**config.mk**
```make
export PLATFORM = sky130hd
export DESIGN_NAME = gms_ctrl
export DESIGN_NICKNAME = d
export VERILOG_FILES = /design/src/rtl/gms_pkg.sv /design/src/rtl/gms_ctrl.sv
export VERILOG_INCLUDE_DIRS = /design/src /design/src/rtl
export SDC_FILE = /design/constraint.sdc
export NUM_CORES = 1
export LEC_CHECK = 0
export BUFFER_PORTS_ARGS = -buffer_cell sky130_fd_sc_hd__buf_2
export CAP_MARGIN = 15
export CORE_UTILIZATION = 40
export CTS_BUF_LIST = sky130_fd_sc_hd__clkbuf_2 sky130_fd_sc_hd__clkbuf_4 sky130_fd_sc_hd__clkbuf_8
export CTS_CLUSTER_SIZE = 25
export DETAILED_ROUTE_END_ITERATION = 10
export GPL_TIMING_DRIVEN = 0
export PLACE_DENSITY = 0.66
export SLEW_MARGIN = 30
export SYNTH_ARGS = -nofsm -noshare
export SYNTH_HDL_FRONTEND = slang
export SYNTH_SLANG_ARGS = --single-unit
```
**constraint.sdc**
```tcl
create_clock -name i_clk -period 2.39 [get_ports i_clk]
set_clock_uncertainty 0.1 [all_clocks]
set_input_delay 0.3585 -clock i_clk [delete_from_list [all_inputs] [get_ports i_clk]]
set_output_delay 0.3585 -clock i_clk [all_outputs]
set_load 0.05 [all_outputs]
```
**src/rtl/grid_metric_stencil_defines.svh**
```systemverilog
// ----------------------------------------------------------------------------
// grid_metric_stencil_defines
// assertion macros used by the grid metric stencil controller
// ----------------------------------------------------------------------------
`ifndef GRID_METRIC_STENCIL_DEFINES_SVH
`define GRID_METRIC_STENCIL_DEFINES_SVH
`ifndef SYNTHESIS
// antecedent implies consequent in the same cycle
`define GMS_ASSERT_SAME(lbl, ante, cons) \
    lbl: assert property (@(posedge i_clk) disable iff (!i_rst_n) (ante) |-> (cons)) \
        else $error("gms assertion failed");
// antecedent implies consequent in the next cycle
`define GMS_ASSERT_NEXT(lbl, ante, cons) \
    lbl: assert property (@(posedge i_clk) disable iff (!i_rst_n) (ante) |=> (cons)) \
        else $error("gms assertion failed");
`else
`define GMS_ASSERT_SAME(lbl, ante, cons)
`define GMS_ASSERT_NEXT(lbl, ante, cons)
`endif
`endif

```
**src/rtl/gms_pkg.sv**
```systemverilog
// ----------------------------------------------------------------------------
// gms_pkg
// constants, types and command structs of the grid metric stencil
// ----------------------------------------------------------------------------
package gms_pkg;
    localparam int GRID_ROWS   = 256;
    localparam int GRID_COLS   = 256;
    localparam int GHOST_CELLS = 2;
    localparam int CNT_W       = 8;
    localparam int COORD_W     = 32;
    localparam int DIFF_W      = COORD_W + 1;
    localparam int PROD_W      = 2 * DIFF_W;
    localparam int AREA_W      = PROD_W + 1;
    localparam int AREA_SHIFT  = 17;
    localparam int ROOT_W      = 32;
    localparam int REM_W       = ROOT_W + 2;
    localparam int MUL_OPS     = 10;
    localparam int K_W         = 4;
    localparam int STEP_W      = 5;

    localparam int MV_LO_I = ((GHOST_CELLS - 1) > 1 ? (GHOST_CELLS - 1) : 1) + 1;
    localparam int SV_LO_I = (GHOST_CELLS > 1 ? GHOST_CELLS : 1) + 1;
    localparam logic [CNT_W:0] MV_R_LO = (CNT_W+1)'(MV_LO_I);
    localparam logic [CNT_W:0] MV_R_HI = (CNT_W+1)'(GRID_ROWS - GHOST_CELLS + 1);
    localparam logic [CNT_W:0] MV_C_HI = (CNT_W+1)'(GRID_COLS - GHOST_CELLS + 1);
    localparam logic [CNT_W:0] SV_R_LO = (CNT_W+1)'(SV_LO_I);
    localparam logic [CNT_W:0] SV_R_HI = (CNT_W+1)'(GRID_ROWS - GHOST_CELLS);
    localparam logic [CNT_W:0] SV_C_HI = (CNT_W+1)'(GRID_COLS - GHOST_CELLS);

    localparam logic [K_W-1:0] K_AREA_P = 4'd0;
    localparam logic [K_W-1:0] K_AREA_Q = 4'd1;
    localparam logic [K_W-1:0] K_FIRST_DY = 4'd3;
    localparam logic [K_W-1:0] K_LAST = 4'(MUL_OPS - 1);
    localparam logic [STEP_W-1:0] STEP_LAST = 5'(ROOT_W - 1);

    typedef enum logic [2:0] {
        S_IDLE, S_READ, S_SHIFT, S_MUL, S_DRAIN, S_SQ_INIT, S_SQ, S_FINISH
    } t_state;

    typedef struct packed {
        logic           take;
        logic           rd;
        logic           shift;
        logic           mul_en;
        logic [K_W-1:0] mul_k;
        logic           sq_init;
        logic           sq_step;
        logic           load_out;
    } t_ctl_cmd;

    typedef struct packed {
        logic in_valid;
        logic out_busy;
    } t_dp_sts;
endpackage

```
**src/rtl/gms_ctrl.sv**
```systemverilog
// ----------------------------------------------------------------------------
// gms_ctrl
// sequencer: line read, window shift, shared multiplier, square root steps
// ----------------------------------------------------------------------------
`include "grid_metric_stencil_defines.svh"
module gms_ctrl (
    input  logic              i_clk,
    input  logic              i_rst_n,
    input  gms_pkg::t_dp_sts  i_sts,
    output gms_pkg::t_ctl_cmd o_cmd
);
    import gms_pkg::*;

    t_state           r_state, n_state;
    logic [K_W-1:0]   r_k, n_k;
    logic [STEP_W-1:0] r_step, n_step;

    always_ff @(posedge i_clk) begin
        if (!i_rst_n) begin
            r_state <= S_IDLE;
            r_k     <= '0;
            r_step  <= '0;
        end else begin
            r_state <= n_state;
            r_k     <= n_k;
            r_step  <= n_step;
        end
    end

    always_comb begin
        n_state = r_state;
        n_k     = r_k;
        n_step  = r_step;
        case (r_state)
            S_IDLE:    if (i_sts.in_valid) n_state = S_READ;
            S_READ:    n_state = S_SHIFT;
            S_SHIFT: begin
                n_state = S_MUL;
                n_k     = '0;
            end
            S_MUL: begin
                if (r_k == K_LAST) n_state = S_DRAIN;
                else n_k = r_k + 1'b1;
            end
            S_DRAIN:   n_state = S_SQ_INIT;
            S_SQ_INIT: begin
                n_state = S_SQ;
                n_step  = '0;
            end
            S_SQ: begin
                if (r_step == STEP_LAST) n_state = S_FINISH;
                else n_step = r_step + 1'b1;
            end
            S_FINISH:  if (!i_sts.out_busy) n_state = S_IDLE;
            default:   n_state = S_IDLE;
        endcase
    end

    always_comb begin
        o_cmd          = '0;
        o_cmd.mul_k    = r_k;
        o_cmd.take     = (r_state == S_IDLE);
        o_cmd.rd       = (r_state == S_READ);
        o_cmd.shift    = (r_state == S_SHIFT);
        o_cmd.mul_en   = (r_state == S_MUL);
        o_cmd.sq_init  = (r_state == S_SQ_INIT);
        o_cmd.sq_step  = (r_state == S_SQ);
        o_cmd.load_out = (r_state == S_FINISH) && !i_sts.out_busy;
    end

    `GMS_ASSERT_NEXT(a_take_reads, o_cmd.take && i_sts.in_valid, o_cmd.rd)
    `GMS_ASSERT_SAME(a_load_free, o_cmd.load_out, !i_sts.out_busy)
    `GMS_ASSERT_SAME(a_k_range, o_cmd.mul_en, o_cmd.mul_k <= K_LAST)
    `GMS_ASSERT_NEXT(a_last_mul_drains, o_cmd.mul_en && o_cmd.mul_k == K_LAST,
        !o_cmd.mul_en && !o_cmd.take)
endmodule

```
* Yosys cells after proc, flatten, opt, wreduce, memory -nomap -nowiden
Cells that the tools add are included.
Word-level totals: register bits after elaboration 12, word-level logic and storage cells 37
Operators by class: add/sub/neg operators 2, equality and inequality tests 15, multiplexer cells 9, reduce and logical (&&, ||, !) cells 8
Operator list (count):
- 3-bit case mux with 8 select lines | 1
- 3-bit == test, second input constant | 4
- 3-bit 2-to-1 mux | 4
- 5-bit case mux with 2 select lines | 1
- 2-bit != test, second input constant | 4
- 4-bit case mux with 2 select lines | 1
- 3-bit by 2-bit == test with 1-bit output, second input constant | 2
- 5-bit by 1-bit adder with 5-bit output, second input constant | 1
- 5-bit == test, second input constant | 1
- 5-bit 2-to-1 mux | 1
- 4-bit by 1-bit adder with 4-bit output, second input constant | 1
- 4-bit == test, second input constant | 1
- 4-bit 2-to-1 mux | 1
- 2-bit by 1-bit != test with 1-bit output, second input constant | 2
- 2-bit AND reduction | 2
- 4-bit AND reduction | 1
- 2-bit nonzero test | 2
- 3-bit by 1-bit == test with 1-bit output, second input constant | 1
- 3-bit logical NOT | 1
- 1-bit logical AND | 1
- 1-bit logical NOT | 1

* Longest topological paths before layout
depth after elaboration 3, depth in mapped cells 7, gate-level depth less buffers 7

* Worst setup path before layout
No wires, ideal clock.
path type register to register, from register r_state[0], to register r_state[0], data arrival time 1.717 ns, data required time 2.166 ns, slack 0.449 ns, cell stages (with the launch flop) 7, cell sequence dfxtp_1 -> inv_1 -> ha_1 -> nor2b_1 -> o2bb2ai_1 -> nor2_1 -> mux2i_1
RTL lines:
- start, declared | RTL line gms_ctrl.sv:14 | t_state r_state, n_state;
- start signal, assigned | RTL line gms_ctrl.sv:24 | r_state <= n_state;

==> metrics.sh <==
MOST_FREQUENT_CELLS_IN_THE_LAYOUT='16 x sky130_fd_sc_hd__buf_2, 12 x sky130_fd_sc_hd__nand2_1, 12 x sky130_fd_sc_hd__dfxtp_1'
POSTSYNTHCELLCOUNT=93
CRITICAL_PATH_PEAK_FANOUT=10
AREA_DELTA_SYNTH_FINAL_PCT=17.8
CTS_TREE='done'
MAX_CAP_VIOLS=0
GLOBAL_ROUTE.OVERFLOW_TOTAL=0
CELLPOWERDENSITY_nW_PER_UM2=924
COREAREA_SQ_UM=1760
ARRIVAL_TIME_OF_DATA_AT_THE_CRITICAL_PATH_ENDPOINT_NS=1.52
YS.FLOP_TYPE='sky130_fd_sc_hd__dfxtp_1'
FIRST_GLOBAL_VIAS=611
YOSYS_WARNINGS=0
FRACTION_OF_FINAL_LAYOUT_CELLS_WITH_DRIVE_STRENGTH_GREATER_THAN_1_PCT=22.5
CTSRESIZECOUNT=0
PLACEMENT_ROWS=15
PLACEMENT_STAGE_WORST_SETUP_SLACK_NS=0.422
HOLD_CLASS='input pin to flip-flop'
CRITPATHREQUIREDTIME_NS=1.93
DR.PASS1.ITERS=3
STDCELL_COUNT=136
SYNTH_ENABLE_FLOP_CELLS=0
DRT-VIAS-PER-INSTANCE=4.94
POST-DP-HPWL_UM=1230
DRT.ANTENNA.VIOLATING_NETS=0
TIMING.RR.START='r_step[0]'
INITIAL_ANTENNA_VIOLATION_COUNT=0
TIMING.FMAX_GHz=0.506
YOSYSSEQAREASHARE_PCT=31.0
KIND_OF_START_POINT_OF_THE_CRITICAL_PATH='flip-flop'
MAX_SLEW_MARGIN_PCT=66.2
POSTROUTEWIRELENGTH_UM=1580
GLOBALPLACE.CONGESTION=0.709
REPORT.FINAL.HOLD_VIOL_COUNT=0
VDD_IR_DROP_MAX_uV=526
CRIT_PATH_KIND='flip-flop to output port'
YS_TYPES=35
CELLLEAKAGEPOWER_uW=0.000427
I_O_PINS=15
MIN_DELAY_PATH_DEPTH=3
SETUP_VIOL=0
SETUP.WORST_PATH.END_CLASS='output port'
SYN-MEAN-INSTANCE-AREA_SQ_UM=8.33
DRC=0
IO_BUFFER_COUNT=14
NUMPLACEDINSTANCES=132
WORST-R2R-SETUP-SLACK_NS=0.42
INSERTEDDIODECOUNT=0
MIN_TO='r_k[3]'
GRT_USE_TOTAL_PCT=17.7
DIE_H_UM=46
INSERTION_DELAY_NS=0.28
FIRST_ITERATION_DETAILED_ROUTING_DRC_COUNT=7
GRT_START_MAX_NET_PINS=11
CTS_HOLD_REPAIR.BUFFERS=0
CLK_PIN_SLEW_NS=0.08
WORST_PIN_SLEW_NS=0.504
MOSTFREQUENTLAYOUTCELL='sky130_fd_sc_hd__buf_2'
WORSTREG2REGEND='r_step[2]'
FIN_TNS_SETUP_NS=0
PLACED_CELL_AREA_SQ_UM=876
OUTCOME='finished, final reports clean'
YS_SEQ_ELEMENTS=12
FINAL.HOLD.WORST_SLACK_NS=0.268
FINALWORSTPATHREQUIREDPERIOD_NS=1.98
GRT_FIRST_PASS_WIRELENGTH_UM=2660
POSTLAYOUTSETUPSLACKWORST_NS=0.414
CLOCKROOTBUFFER='sky130_fd_sc_hd__clkbuf_4'
CTS_BUFFER_DEPTH=2
SYN_NETS=105
SYNTH-ASYNC-RESET-RATIO_PCT=0
ROUTE.DETAILED.WL_PER_INST_UM=11.6
WORST_R2R_PATH_DEPTH=7
HTREE_NUM_LEVELS=1
GRT_SETUP_UNREPAIRED='no'
INITIAL_CORE_UTIL_PCT=43.9
CTS_NUM_SINKS=12
NUM-NETS-FINAL=124
FIN_CRIT_SH_PCT=82.7
VIAS=672
POSTCTSSETUPBUFFERS=0
CTS_INSERTED_BUFFERS=3
HOLD_START='i_rst_n'
TIMING.FINAL.MAX_SLEW_VIOLATIONS=0
DIE_WIDTH_UM=46
SYNTHESIS.AREA_SQ_UM=774
DIE_AR_SQ_UM=2120
POST-ROUTE-CELL-AREA_SQ_UM=912
## cells in the mapped netlist (all sizes together), types with 2 or more instances
library cell  count  area (sq um)
ha                8           100
nand4b            2          17.5
a21oi             3          15.0
buf               2          10.0
mux2i             2          20.0
a211oi            2          20.0
nand4             2          12.5
and3              2          12.5
a21boi            3          22.5
nor2b             4          32.5
nand2            12          45.0
o21a              2          15.0
and2              3          18.8
o21ai             7          38.8
dfxtp            12           240
inv               7          26.3
nor2              6          22.5
## worst max path at each step
stage | endpoint | depth (start not counted) | from
5_1_grt | o_cmd[1] | 5 | r_state[0]
2_1_floorplan | r_state[0] | 6 | r_state[0]
3_5_place_dp | r_step[2] | 7 | r_step[0]
6_report | o_cmd[1] | 5 | r_state[0]
4_1_cts | r_step[2] | 7 | r_step[0]
3_3_place_gp | r_step[2] | 7 | r_step[0]
## metrics by stage
stage / total power (uW) / util, %
finish: 843 / 51.7
global route: 915 / 51.7
CTS: 854 / 51.7
detailed placement: 691 / 49.6
global placement: 680 / 49.6
floorplan: 600 / -
## sequential cells by signal, indices dropped and copies added (netlist names)
register and cells:
r_k 4, r_state 3, r_step 5
## report_power, final
group	total [uW]	internal [uW]	switching, uW
registers	247	222	24.7
clock network	160	92.7	67.6
logic	436	135	301
## kinds of logic after synthesis
logic type | synth area share, %
fa+ha+maj | 12.9
simple gates | 27.8
compound gates | 19.4
flops | 31.0
xor+xnor | 1.13
mux | 2.58
buf+inv | 5.17
## metal layers
metal / up-vias / wire length [um] / track usage [%]
met5: - / 0 / 0
met3: 2 / 64 / 7.14
met2: 8 / 744 / 26.8
li1: 359 / - / -
met1: 303 / 760 / 22.9
met4: 0 / 13 / 5.29
## worst max-delay path, stage by stage, from the launching register on
cell and delay (ns):
sky130_fd_sc_hd__dfxtp_1 0.37, sky130_fd_sc_hd__inv_1 0.08, sky130_fd_sc_hd__ha_1 0.22, sky130_fd_sc_hd__buf_2 0.18, sky130_fd_sc_hd__and2_1 0.18, sky130_fd_sc_hd__buf_2 0.21
## cell type report
| cell class | count | area, sq um |
|---|---|---|
| fill | 197 | 852 |
| multi-input combinational | 71 | 494 |
| sequential | 12 | 240 |
| timing repair buffer | 14 | 70.1 |
| clock buffer | 4 | 36.3 |
| tap | 25 | 31.3 |
| inverter | 7 | 26.3 |
| buffer | 3 | 13.8 |
(Power assumes the default switching activity.)
